$ cat src/rtl/i2c_eeprom_transfer_sequencer_assert.svh
// ----------------------------------------------------------------------------
// I2C EEPROM transfer sequencer assertion macros
// Clocked implication checks, disabled while reset is high.
// ----------------------------------------------------------------------------
`ifndef I2C_EEPROM_TRANSFER_SEQUENCER_ASSERT_SVH
`define I2C_EEPROM_TRANSFER_SEQUENCER_ASSERT_SVH

// same-cycle implication
`define IETSEQ_ASSERT_NOW(lbl, clk, rst, ante, cons) \
   lbl: assert property (@(posedge clk) disable iff (rst) (ante) |-> (cons)) \
      else $error("ietseq assertion failed");

// next-cycle implication
`define IETSEQ_ASSERT_NEXT(lbl, clk, rst, ante, cons) \
   lbl: assert property (@(posedge clk) disable iff (rst) (ante) |=> (cons)) \
      else $error("ietseq assertion failed");

`endif

$ cat src/rtl/ietseq_pkg.sv
// ----------------------------------------------------------------------------
// I2C EEPROM transfer sequencer package
// Widths, bus command codes, sequencer step codes and shared types.
// ----------------------------------------------------------------------------
`default_nettype none

package ietseq_pkg;

   localparam int unsigned ADDR_W         = 19;
   localparam int unsigned BYTE_W         = 8;
   localparam int unsigned CMD_W          = 3;
   localparam int unsigned STEP_W         = 5;
   localparam int unsigned PAGE_BYTES_DEF = 256;

   // bus commands
   localparam logic [CMD_W-1:0] CMD_STOP      = 3'd0;
   localparam logic [CMD_W-1:0] CMD_START     = 3'd1;
   localparam logic [CMD_W-1:0] CMD_WRITE     = 3'd2;
   localparam logic [CMD_W-1:0] CMD_RD_ACK    = 3'd3;
   localparam logic [CMD_W-1:0] CMD_RD_NACK   = 3'd4;
   localparam logic [CMD_W-1:0] CMD_PAGE_WAIT = 3'd5;
   localparam logic [CMD_W-1:0] CMD_WP_LOW    = 3'd6;
   localparam logic [CMD_W-1:0] CMD_WP_HIGH   = 3'd7;

   // device select bytes per bank
   localparam logic [BYTE_W-1:0] SEL_BANK0  = 8'hA8;
   localparam logic [BYTE_W-1:0] SEL_BANK1  = 8'hA4;
   localparam logic [BYTE_W-1:0] SEL_BANK2  = 8'hAC;
   localparam logic [BYTE_W-1:0] SEL_BANK3  = 8'hA0;
   localparam logic [BYTE_W-1:0] SEL_HI_BLK = 8'h02;

   // sequencer steps
   localparam logic [STEP_W-1:0] ST_STOP0     = 5'd0;
   localparam logic [STEP_W-1:0] ST_WP_LOW    = 5'd1;
   localparam logic [STEP_W-1:0] ST_STOP1     = 5'd2;
   localparam logic [STEP_W-1:0] ST_START     = 5'd3;
   localparam logic [STEP_W-1:0] ST_SEL       = 5'd4;
   localparam logic [STEP_W-1:0] ST_AHI       = 5'd5;
   localparam logic [STEP_W-1:0] ST_ALO       = 5'd6;
   localparam logic [STEP_W-1:0] ST_RSTART    = 5'd7;
   localparam logic [STEP_W-1:0] ST_RSEL      = 5'd8;
   localparam logic [STEP_W-1:0] ST_READ      = 5'd9;
   localparam logic [STEP_W-1:0] ST_READ_STOP = 5'd10;
   localparam logic [STEP_W-1:0] ST_WDATA     = 5'd11;
   localparam logic [STEP_W-1:0] ST_END_STOP  = 5'd12;
   localparam logic [STEP_W-1:0] ST_WP_HIGH   = 5'd13;
   localparam logic [STEP_W-1:0] ST_END_WAIT  = 5'd14;
   localparam logic [STEP_W-1:0] ST_PG_STOP   = 5'd15;
   localparam logic [STEP_W-1:0] ST_PG_WAIT   = 5'd16;

   typedef struct packed {
      logic              func;
      logic [ADDR_W-1:0] address;
      logic [BYTE_W-1:0] data;
      logic              first;
      logic              last;
   } ietseq_req_type;

   typedef struct packed {
      logic [CMD_W-1:0]  command;
      logic [BYTE_W-1:0] bus_byte;
      logic              final_res;
   } ietseq_rsp_type;

   // one accepted transaction with the session state it sees
   typedef struct packed {
      logic              rd;
      logic              first;
      logic              last;
      logic [BYTE_W-1:0] data;
      logic [BYTE_W-1:0] sel;
      logic [ADDR_W-1:0] addr_cur;
      logic [ADDR_W-1:0] addr_nxt;
      logic [STEP_W-1:0] start_step;
   } ietseq_item_type;

   typedef struct packed {
      logic done;
      logic busy;
      logic page;
   } ietseq_ctrl_type;

   // map address bits 18:16 to the device select byte
   function automatic logic [BYTE_W-1:0] map_select(input logic [ADDR_W-1:0] addr);
      logic [BYTE_W-1:0] s;
      unique case (addr[ADDR_W-1 -: 2])
         2'd0: s = SEL_BANK0;
         2'd1: s = SEL_BANK1;
         2'd2: s = SEL_BANK2;
         default: s = SEL_BANK3;
      endcase
      if (addr[ADDR_W-3]) begin
         s = s | SEL_HI_BLK;
      end
      return s;
   endfunction

endpackage

`default_nettype wire

$ cat src/rtl/ietseq_intake.sv
// ----------------------------------------------------------------------------
// I2C EEPROM transfer sequencer intake
// Accepts transactions, keeps the session address and select, and holds one
// transaction with its state snapshot for the emitter.
// ----------------------------------------------------------------------------
`default_nettype none

module ietseq_intake (
   input  logic                         clock,
   input  logic                         reset,
   input  logic                         req_valid,
   output logic                         req_stall,
   input  ietseq_pkg::ietseq_req_type   req_data,
   input  ietseq_pkg::ietseq_ctrl_type  ctrl,
   output ietseq_pkg::ietseq_item_type  item,
   output logic                         item_vld
);
   import ietseq_pkg::*;

   logic              item_vld_ff, item_vld_in;
   ietseq_item_type   item_ff, item_in;
   logic [ADDR_W-1:0] cur_addr_ff, cur_addr_in;
   logic [BYTE_W-1:0] dev_sel_ff, dev_sel_in;
   logic              accept;

   // hold while the current transaction still has commands to send
   assign req_stall = item_vld_ff && !ctrl.done;
   assign accept    = req_valid && !req_stall;

   // latch session state on a first byte, step the write pointer
   always_comb begin
      item_in.rd       = req_data.func;
      item_in.first    = req_data.first;
      item_in.last     = req_data.last;
      item_in.data     = req_data.data;
      item_in.sel      = req_data.first ? map_select(req_data.address) : dev_sel_ff;
      item_in.addr_cur = req_data.first ? req_data.address : cur_addr_ff;
      item_in.addr_nxt = item_in.addr_cur + {{(ADDR_W-1){1'b0}}, 1'b1};
      priority if (req_data.first) begin
         item_in.start_step = ST_STOP0;
      end else if (req_data.func) begin
         item_in.start_step = ST_READ;
      end else begin
         item_in.start_step = ST_WDATA;
      end
      cur_addr_in = req_data.func ? item_in.addr_cur : item_in.addr_nxt;
      dev_sel_in  = item_in.sel;
      item_vld_in = accept || (item_vld_ff && !ctrl.done);
   end

   always_ff @(posedge clock) begin
      if (reset) begin
         item_vld_ff <= 1'b0;
         cur_addr_ff <= '0;
         dev_sel_ff  <= '0;
      end else begin
         item_vld_ff <= item_vld_in;
         if (accept) begin
            cur_addr_ff <= cur_addr_in;
            dev_sel_ff  <= dev_sel_in;
         end
      end
   end

   // transaction payload
   always_ff @(posedge clock) begin
      if (accept) begin
         item_ff <= item_in;
      end
   end

   assign item     = item_ff;
   assign item_vld = item_vld_ff;

endmodule

`default_nettype wire

$ cat src/rtl/ietseq_emitter.sv
// ----------------------------------------------------------------------------
// I2C EEPROM transfer sequencer emitter
// Steps through the bus commands of the held transaction, one per cycle,
// into the result register if not stalled; detects page boundaries on writes.
// ----------------------------------------------------------------------------
`default_nettype none

module ietseq_emitter #(
   parameter int unsigned PAGE_BYTES = ietseq_pkg::PAGE_BYTES_DEF
) (
   input  logic                         clock,
   input  logic                         reset,
   input  ietseq_pkg::ietseq_item_type  item,
   input  logic                         item_vld,
   output ietseq_pkg::ietseq_ctrl_type  ctrl,
   output logic                         rsp_valid,
   input  logic                         rsp_stall,
   output ietseq_pkg::ietseq_rsp_type   rsp_data
);
   import ietseq_pkg::*;

   // floor(x / PAGE_BYTES) as (x * MUL) >> SH, exact for every address
   localparam int unsigned      SH     = ADDR_W + $clog2(PAGE_BYTES);
   localparam longint unsigned  MUL    = ((64'd1 << SH) + 64'(PAGE_BYTES) - 64'd1)
                                         / 64'(PAGE_BYTES);
   localparam int unsigned      MUL_W  = ADDR_W + 2;
   localparam int unsigned      PROD_W = ADDR_W + MUL_W;
   localparam logic [PROD_W-1:0] MUL_K = PROD_W'(MUL);

   logic [STEP_W-1:0] step_ff, step_in;
   logic              busy_ff, busy_in;
   logic              page_ff, page_in;
   logic              rsp_valid_ff;
   ietseq_rsp_type    rsp_ff, rsp_in;

   logic [STEP_W-1:0] cur_step;
   logic [ADDR_W-1:0] addr_sel;
   logic [PROD_W-1:0] prod_cur, prod_nxt;
   logic              boundary;
   logic              out_ready;
   logic              emit;

   assign cur_step  = busy_ff ? step_ff : item.start_step;
   assign addr_sel  = page_ff ? item.addr_nxt : item.addr_cur;
   assign out_ready = !rsp_valid_ff || !rsp_stall;
   assign emit      = item_vld && out_ready;

   // new address starts a page when the quotient changes or it wrapped
   assign prod_cur = PROD_W'(item.addr_cur) * MUL_K;
   assign prod_nxt = PROD_W'(item.addr_nxt) * MUL_K;
   assign boundary = (item.addr_nxt == '0) || ((prod_cur >> SH) != (prod_nxt >> SH));

   // command for the current step and the step after it
   always_comb begin
      rsp_in.command   = CMD_STOP;
      rsp_in.bus_byte  = '0;
      rsp_in.final_res = 1'b0;
      step_in          = ST_STOP0;
      page_in          = page_ff;
      unique case (cur_step)
         ST_STOP0: begin
            step_in = ST_WP_LOW;
         end
         ST_WP_LOW: begin
            rsp_in.command = CMD_WP_LOW;
            step_in        = ST_STOP1;
         end
         ST_STOP1: begin
            step_in = ST_START;
         end
         ST_START: begin
            rsp_in.command = CMD_START;
            step_in        = ST_SEL;
         end
         ST_SEL: begin
            rsp_in.command  = CMD_WRITE;
            rsp_in.bus_byte = item.sel;
            step_in         = ST_AHI;
         end
         ST_AHI: begin
            rsp_in.command  = CMD_WRITE;
            rsp_in.bus_byte = addr_sel[15:8];
            step_in         = ST_ALO;
         end
         ST_ALO: begin
            rsp_in.command   = CMD_WRITE;
            rsp_in.bus_byte  = addr_sel[7:0];
            rsp_in.final_res = page_ff;
            step_in          = item.rd ? ST_RSTART : ST_WDATA;
         end
         ST_RSTART: begin
            rsp_in.command = CMD_START;
            step_in        = ST_RSEL;
         end
         ST_RSEL: begin
            rsp_in.command  = CMD_WRITE;
            rsp_in.bus_byte = item.sel + 8'd1;
            step_in         = ST_READ;
         end
         ST_READ: begin
            rsp_in.command   = item.last ? CMD_RD_NACK : CMD_RD_ACK;
            rsp_in.final_res = !item.last;
            step_in          = ST_READ_STOP;
         end
         ST_READ_STOP: begin
            rsp_in.final_res = 1'b1;
         end
         ST_WDATA: begin
            rsp_in.command   = CMD_WRITE;
            rsp_in.bus_byte  = item.data;
            rsp_in.final_res = !item.last && !boundary;
            step_in          = item.last ? ST_END_STOP : ST_PG_STOP;
         end
         ST_END_STOP: begin
            step_in = ST_WP_HIGH;
         end
         ST_WP_HIGH: begin
            rsp_in.command = CMD_WP_HIGH;
            step_in        = ST_END_WAIT;
         end
         ST_END_WAIT: begin
            rsp_in.command   = CMD_PAGE_WAIT;
            rsp_in.final_res = 1'b1;
         end
         ST_PG_STOP: begin
            step_in = ST_PG_WAIT;
         end
         ST_PG_WAIT: begin
            rsp_in.command = CMD_PAGE_WAIT;
            step_in        = ST_START;
            page_in        = 1'b1;
         end
         default: begin
            rsp_in.final_res = 1'b1;
         end
      endcase
      busy_in = !rsp_in.final_res;
   end

   // advance the sequencer whenever the result register can take a command
   always_ff @(posedge clock) begin
      if (reset) begin
         step_ff      <= ST_STOP0;
         busy_ff      <= 1'b0;
         page_ff      <= 1'b0;
         rsp_valid_ff <= 1'b0;
      end else if (out_ready) begin
         rsp_valid_ff <= item_vld;
         if (item_vld) begin
            step_ff <= step_in;
            busy_ff <= busy_in;
            page_ff <= busy_in && page_in;
         end
      end
   end

   // result payload
   always_ff @(posedge clock) begin
      if (emit) begin
         rsp_ff <= rsp_in;
      end
   end

   assign ctrl.done = emit && rsp_in.final_res;
   assign ctrl.busy = busy_ff;
   assign ctrl.page = page_ff;
   assign rsp_valid = rsp_valid_ff;
   assign rsp_data  = rsp_ff;

endmodule

`default_nettype wire

$ cat src/rtl/i2c_eeprom_transfer_sequencer.sv
// A transaction's first command is registered in the intake, then in the
// result register. One bus command is sent per cycle while the result port
// is not stalled; a transaction causes 1 to 14 bus commands.
// The next transaction is accepted in the cycle its predecessor's last command
// is registered. Reset (synchronous) clears address and select to zero.
// ----------------------------------------------------------------------------
// I2C EEPROM transfer sequencer
// Turns read and write transaction bytes into I2C bus commands for a bank of
// serial EEPROMs, with session setup, page splitting and write protection.
// ----------------------------------------------------------------------------
`default_nettype none

`include "i2c_eeprom_transfer_sequencer_assert.svh"

module i2c_eeprom_transfer_sequencer #(
   parameter int unsigned PAGE_BYTES = ietseq_pkg::PAGE_BYTES_DEF
) (
   input  logic                        clock,
   input  logic                        reset,
   input  logic                        req_valid,
   output logic                        req_stall,
   input  ietseq_pkg::ietseq_req_type  req_data,
   output logic                        rsp_valid,
   input  logic                        rsp_stall,
   output ietseq_pkg::ietseq_rsp_type  rsp_data
);
   import ietseq_pkg::*;

   ietseq_item_type item;
   logic            item_vld;
   ietseq_ctrl_type ctrl;

   // accept transactions and hold the session state
   ietseq_intake u_intake (
      .clock     (clock),
      .reset     (reset),
      .req_valid (req_valid),
      .req_stall (req_stall),
      .req_data  (req_data),
      .ctrl      (ctrl),
      .item      (item),
      .item_vld  (item_vld)
   );

   // send the bus commands of the held transaction
   ietseq_emitter #(
      .PAGE_BYTES (PAGE_BYTES)
   ) u_emitter (
      .clock     (clock),
      .reset     (reset),
      .item      (item),
      .item_vld  (item_vld),
      .ctrl      (ctrl),
      .rsp_valid (rsp_valid),
      .rsp_stall (rsp_stall),
      .rsp_data  (rsp_data)
   );

   // an accepted transaction is held for the emitter
   `IETSEQ_ASSERT_NEXT(a_accept_held, clock, reset, req_valid && !req_stall, item_vld)
   // mid-transaction stepping needs a held transaction
   `IETSEQ_ASSERT_NOW(a_busy_has_item, clock, reset, ctrl.busy, item_vld)
   // re-addressing after a page wait only inside a transaction
   `IETSEQ_ASSERT_NOW(a_page_in_busy, clock, reset, ctrl.page, ctrl.busy)

endmodule

`default_nettype wire

$ cat config.mk
export PLATFORM = sky130hd
export DESIGN_NAME = i2c_eeprom_transfer_sequencer
export DESIGN_NICKNAME = d
export VERILOG_FILES = /design/src/rtl/ietseq_pkg.sv /design/src/rtl/ietseq_intake.sv /design/src/rtl/ietseq_emitter.sv /design/src/rtl/i2c_eeprom_transfer_sequencer.sv
export VERILOG_INCLUDE_DIRS = /design/src /design/src/rtl
export SDC_FILE = /design/constraint.sdc
export NUM_CORES = 1
export LEC_CHECK = 0
export BUFFER_PORTS_ARGS = -buffer_cell sky130_fd_sc_hd__buf_4
export CAP_MARGIN = 20
export CORE_ASPECT_RATIO = 0.8
export CORE_MARGIN = 2
export CORE_UTILIZATION = 54
export CTS_CLUSTER_DIAMETER = 150
export DETAILED_ROUTE_END_ITERATION = 10
export GPL_ROUTABILITY_DRIVEN = 0
export PLACE_DENSITY_LB_ADDON = 0.3
export RECOVER_POWER = 25
export SYNTH_ARGS = -nofsm -noshare
export SYNTH_HDL_FRONTEND = slang
export SYNTH_SLANG_ARGS = --single-unit
$ cat constraint.sdc
create_clock -name clock -period 3 [get_ports clock]
set_input_delay 0.45 -clock clock [delete_from_list [all_inputs] [get_ports clock]]
set_output_delay 0.45 -clock clock [all_outputs]
set_load 0.005 [all_outputs]
==> impl_metrics.ini, run 1 <==
[yosys]
synth_area_sq_um = 5740
ys_seq_area_share_pct = 49.1
synth.largest_area_cell = edfxtp_1
synth_cells = 559
synthTopCellsByArea = edfxtp_1 (37%), dfxtp_1 (13%), mux2i_1 (7.3%), xnor2_1 (4.4%), nand2_1 (4.2%)
yosysWarnings = 0
ys_types = 60
async_flop_share_pct = 0
synth_top_area_share_pct = 36.6
ys_ff_latch = 106
synth_edf_count = 70
avgSynthCellArea_sq_um = 10.3
ys.flop_type = edfxtp_1
syn_nets = 597

[routing]
wl_mm = 13.0
vias = 4403
drc = 0
vias_per_cell = 5.88
wl_per_cell_microns = 17.4
dr.pass1.iters = 5
drt_iter0_markers = 410
ant_nets = 0

[setup_path]
worstReg2RegEnd = u_intake.cur_addr_ff[1]
rr_startpoint = u_emitter.busy_ff
cp-end-kind = primary output
r2r_setup_slack_ns = 0.36
critPathMaxFanout = 14
rr_worst_depth = 8
cp.arrival_ns = 2.32
crit_required_ns = 2.55
path_class = flop to primary output
worst_setup_path_start_kind = flop

[global_route]
overflow = 0
grt_pass1_vias = 4237
grtUsageTotal_pct = 23.8
grt_max_degree = 43
antenna_found_initial = 0
grt_pass1_wl_mm = 21.2

[clock_tree]
post_cts_buffers = 0
h-tree-depth = 3
clockBufferDepth = 2
root_buffer = clkbuf_16
cts_hold_buf = 0
clock-sinks = 106
cts_buffers = 9
clkLatencyLatePin_ns = 0.35
clk_pin_slew_ns = 0.07
cts_tree = yes

[placement]
port_buffers = 47
dp_hpwl_mm = 9.53
place_ws_ns = 0.231

[sta]
max_slew_margin_pct = 32.5
worst_slack_ns = 0.225
rsz0062_at_grt = no
hold_viol = 0
min_period_ns = 2.77
slew_viol_final = 0
finalSetupViolations = 0
max_freq_ghz = 0.360
worst_pin_slew_ns = 1.01
finClkSkew_ns = 0.0103
fin_crit_sh_pct = 92.5
finalSetupTns_ns = 0

[worst_hold_path]
whs_path_depth = 1
hold_start = req_data[3]
hold_class = input port to flop
worstHoldEndpoint = u_intake.item[52]

[status]
status = completed

[pwr]
power.leakage_nw = 2.50
pwr_density_cell_nw_per_um2 = 551
irDropWorstVdd_uv = 270

[cells_and_area]
antenna_cells = 0
final_cell_mix = edfxtp_1 (70), nand2_1 (64), mux2i_1 (42)
mostFrequentLayoutCell = edfxtp_1
area_delta_synth_final_pct = 13.8
drive_gt1_share_pct = 15.6
final_nets = 642

[floorplan]
die_w_microns = 119
ios = 48
placeableCoreArea_sq_um = 10300
initial_core_util_pct = 55.6
die_area_sq_um = 11500
rows = 33
die_y_microns = 96.3

[job]
cap_viol_max_count = 0
flip-flops by register name (all words and copies together) (netlist names):
signal / cells
u_emitter.rsp_valid: 1
u_emitter.busy_ff: 1
u_intake.item: 58
u_emitter.rsp_data: 12
u_emitter.step_ff: 5
u_intake.cur_addr_ff: 19
u_intake.dev_sel_ff: 8
u_emitter.page_ff: 1
u_intake.item_vld: 1
worst max path at each step:
| stage | start | endpoint | slack, ns | cells after the start |
|---|---|---|---|---|
| 3_5_place_dp | req_data[1] | u_intake.item[23] | 0.23 | 9 |
| 4_1_cts | u_emitter.busy_ff | req_stall | 0.02 | 7 |
| 2_1_floorplan | u_emitter.busy_ff | u_intake.item[0] | 0.12 | 9 |
| 6_report | u_emitter.busy_ff | req_stall | 0.23 | 7 |
| 5_1_grt | u_emitter.busy_ff | req_stall | 0.08 | 7 |
| 3_3_place_gp | req_data[1] | u_intake.item[23] | 0.31 | 9 |
cell families (layout without fill, tap and decap cells):
| kind of cell | count (synthesis) | after routing | share of synthesized area [%] |
|---|---|---|---|
| mux | 62 | 62 | 11.5 |
| compound gates | 99 | 99 | 11.4 |
| xor+xnor | 44 | 44 | 6.71 |
| simple gates | 191 | 191 | 16.2 |
| flops | 106 | 106 | 49.1 |
| buf+inv | 53 | 103 | 4.16 |
| fa+ha+maj | 4 | 4 | 0.871 |
routing by layer:
layer / track usage [%] / vias up / part of all wire (%)
li1: - / 2105 / -
met2: 38.0 / 200 / 46
met5: 0 / - / 0
met3: 6.04 / 23 / 7.3
met4: 8.33 / 0 / 1.8
met1: 32.0 / 2075 / 45
cell type report:
class	instances	area, sq um
Fill cell	863	3790
Sequential cell	106	2820
Tap cell	140	175
Clock buffer	10	229
Multi-Input combinational cell	400	2690
Clock inverter	6	40.0
Timing Repair Buffer	62	483
Inverter	25	93.8
where the power goes:
group	switching (mW)	internal [mW]
logic	0.398	0.284
clock network	0.524	0.567
registers	0.0994	1.73
cells in the mapped netlist, types with 15 or more instances:
library cell / count
dfxtp_1: 36
nand3_1: 26
clkbuf_1: 17
nor2b_1: 17
inv_1: 24
nor2_1: 38
nand2_1: 64
mux2i_1: 42
o21ai_0: 24
edfxtp_1: 70
a21oi_1: 31
xnor2_1: 29
xor2_1: 15
timing repair:
item / in CTS / in global routing
endpoints found under the hold margin: 0 / 0
resized for setup: 0 / 2
setup endpoints to repair: 0 / 5
per-stage QoR:
step | instances | power [mW] | utilization (%) | area, sq um | hold WS, ns
2_1_floorplan | 559 | 2.29 | - | 5740 | 0.425
3_3_place_gp | 733 | 2.51 | 60.7 | 6260 | 0.432
3_5_place_dp | 733 | 2.54 | 60.7 | 6260 | 0.445
4_1_cts | 749 | 3.63 | 63.3 | 6530 | 0.256
5_1_grt | 749 | 3.77 | 63.3 | 6540 | 0.276
6_report | 749 | 3.60 | 63.3 | 6540 | 0.293
critical path, cell delays in order, from the launching register on:
cell and delay (ns):
dfxtp_2 0.53, mux2_2 0.44, nor2_1 0.22, a32oi_1 0.14, o21a_1 0.16, a21oi_1 0.26, nor2b_1 0.09, buf_4 0.14
No activity file was read; power rests on OpenSTA's default activity.
==> run 2: changes to the inputs <==
--- a/config.mk
+++ b/config.mk
@@ -15,7 +15,8 @@
 export DETAILED_ROUTE_END_ITERATION = 10
 export GPL_ROUTABILITY_DRIVEN = 0
 export PLACE_DENSITY_LB_ADDON = 0.3
-export RECOVER_POWER = 25
+export RECOVER_POWER = 50
 export SYNTH_ARGS = -nofsm -noshare
 export SYNTH_HDL_FRONTEND = slang
+export SYNTH_HIERARCHICAL = 1
 export SYNTH_SLANG_ARGS = --single-unit
==> impl_metrics.ini, run 2 <==
[sta]
max_freq_ghz = 0.343
hold_viol = 0
worst_pin_slew_ns = 1.07
finClkSkew_ns = 0.00470
slew_viol_final = 0
min_period_ns = 2.92
finalSetupTns_ns = 0
finalSetupViolations = 0
fin_crit_sh_pct = 97.2
max_slew_margin_pct = 28.7

[cells_and_area]
final_cell_mix = edfxtp_1 (70), nand2_1 (55), buf_4 (44)
stdcell_area_sq_um = 6750
final_cells = 745
antenna_cells = 0
mostFrequentLayoutCell = edfxtp_1
largest_reg_flops = 58
final_nets = 638
area_delta_synth_final_pct = 16.8
drive_gt1_share_pct = 23.3

[floorplan]
die_w_microns = 120
rows = 33
die_area_sq_um = 11500
placeableCoreArea_sq_um = 10300
initial_core_util_pct = 56.0
die_y_microns = 96.5
ios = 48

[clock_tree]
cts_buffers = 9
clockBufferDepth = 2
cts_hold_buf = 0
clk_pin_slew_ns = 0.07
h-tree-depth = 3
cts_tree = yes
root_buffer = clkbuf_16
clock-sinks = 106
clkLatencyLatePin_ns = 0.35

[setup_path]
critPathMaxFanout = 2
worst_setup_path_start_kind = flop
r2r_setup_slack_ns = 0.13
cp-end-kind = primary output
slowest_stage = edfxtp_1
rr_startpoint = u_intake/item[18]
critical-path-top-delay-family = simple AND/OR/NAND/NOR gates
crit_required_ns = 2.55
crit_chain = nor4_2 > nand4_1 > nor4_2 > buf_4 > nor4b_4 > a2111o_1 > and2_2 > nand2b_4 > inv_2 > buf_4
critPathMaxStageDelay_ns = 0.42
path_class = flop to primary output
rr_worst_depth = 14
critPathBufInv = 3
cp.arrival_ns = 2.47
worstReg2RegEnd = u_intake/cur_addr_ff[10]

[routing]
wl_per_cell_microns = 18.7
wl_mm = 14.0
dr.pass1.iters = 6
vias = 4542
drt_iter0_markers = 741
drc = 0
ant_nets = 0
vias_per_cell = 6.10

[placement]
dp_cells = 722
dp_hpwl_mm = 9.48
dpl_cell_area_sq_um = 6290
port_buffers = 47

[status]
status = completed

[global_route]
grt_pass1_vias = 4188
antenna_found_initial = 0
grt_pass1_wl_mm = 21.5
grt_max_degree = 70
grtUsageTotal_pct = 24.1
overflow = 0

[pwr]
power.total_mw = 3.53
irDropWorstVdd_uv = 320
power.leakage_nw = 2.57
pwr_density_cell_nw_per_um2 = 523

[worst_hold_path]
hold_class = input port to flop
worstHoldEndpoint = u_intake/item[51]
hold_start = req_data[2]
whs_path_depth = 1

[yosys]
avgSynthCellArea_sq_um = 10.6
synth_area_sq_um = 5780
synth_cells = 545
yosysWarnings = 6

[job]
cap_viol_max_count = 0
==> run 2: cell count changes in the layout (fill, tap and decap cells not counted), moves of 8 or more <==
cell	previous run	this run
a222oi_1	0	8
buf_4	36	44
mux2_1	13	5
mux2_2	2	17
mux2i_1	42	17
nand2_1	64	55
nand3_1	26	16
nor2b_1	17	6
nor3_1	6	15
==> run 2: how the worst max path moves through the flow <==
stage / cells past startpoint / startpoint / slack, ns / endpoint
after detailed placement: 13 / u_emitter/busy_ff / 0.03 / u_intake/cur_addr_ff[1]
after global placement: 11 / u_emitter/busy_ff / 0.11 / u_intake/cur_addr_ff[1]
after floorplan: 15 / u_intake/item[0] / 0.05 / u_intake/dev_sel_ff[5]
final: 10 / u_intake/item[18] / 0.08 / req_stall
after CTS: 10 / u_intake/item[18] / 0.004 / req_stall
after global routing: 13 / u_intake/item[0] / -0.04 / u_intake/cur_addr_ff[17]
==> run 2: timing repair <==
| action | in CTS | in global routing |
|---|---|---|
| gates cloned | 0 | 1 |
| endpoints found under the setup margin | 1 | 53 |
| resized for setup | 2 | 19 |
| buffers inserted | 0 | 6 |
==> run 2: area by class of cell <==
class	instances	area (sq um)
Clock buffer	11	243
Clock inverter	5	63.8
Fill cell	838	3570
Inverter	22	82.6
Multi-Input combinational cell	388	2770
Sequential cell	106	2830
Tap cell	140	175
Timing Repair Buffer	73	591
==> run 2: through the flow <==
| stage | utilization (%) | setup WS [ns] | hold slack (ns) |
|---|---|---|---|
| after floorplan | - | 0.0459 | 0.421 |
| after global placement | 60.9 | 0.111 | 0.439 |
| after detailed placement | 60.9 | 0.0323 | 0.441 |
| after CTS | 64.0 | 0.00408 | 0.266 |
| after global routing | 65.4 | -0.0357 | 0.281 |
| final | 65.4 | 0.0825 | 0.291 |
==> run 2: where the power goes <==
| group | leakage [nW] | internal (mW) | switching (mW) |
|---|---|---|---|
| logic | 1.44 | 0.241 | 0.305 |
| clock network | 0.146 | 0.676 | 0.532 |
| registers | 0.977 | 1.68 | 0.0907 |
| total | 2.57 | 2.60 | 0.928 |
==> run 2: worst reg2reg max path: stages, from the launching register on <==
cell	delay (ns)
edfxtp_1	0.42
nor4_2	0.35
nand4_1	0.18
nor4_2	0.18
buf_4	0.16
nor4b_4	0.04
a2111o_1	0.30
and2_2	0.20
nand2b_4	0.14
nand2_2	0.11
inv_2	0.10
buf_4	0.19
nand2_1	0.07
a211oi_1	0.05
a311o_1	0.29
==> run 2: layer usage <==
layer  GRT usage (%)  part of all wire (%)  up-vias  wire length (microns)
met3            5.05                   6.6       26                    917
met2            40.2                    48      196                   6650
li1                -                     -     2120                      -
met4            5.69                   1.6        0                    221
met1            32.8                    44     2200                   6160
met5               0                     0        -                      0
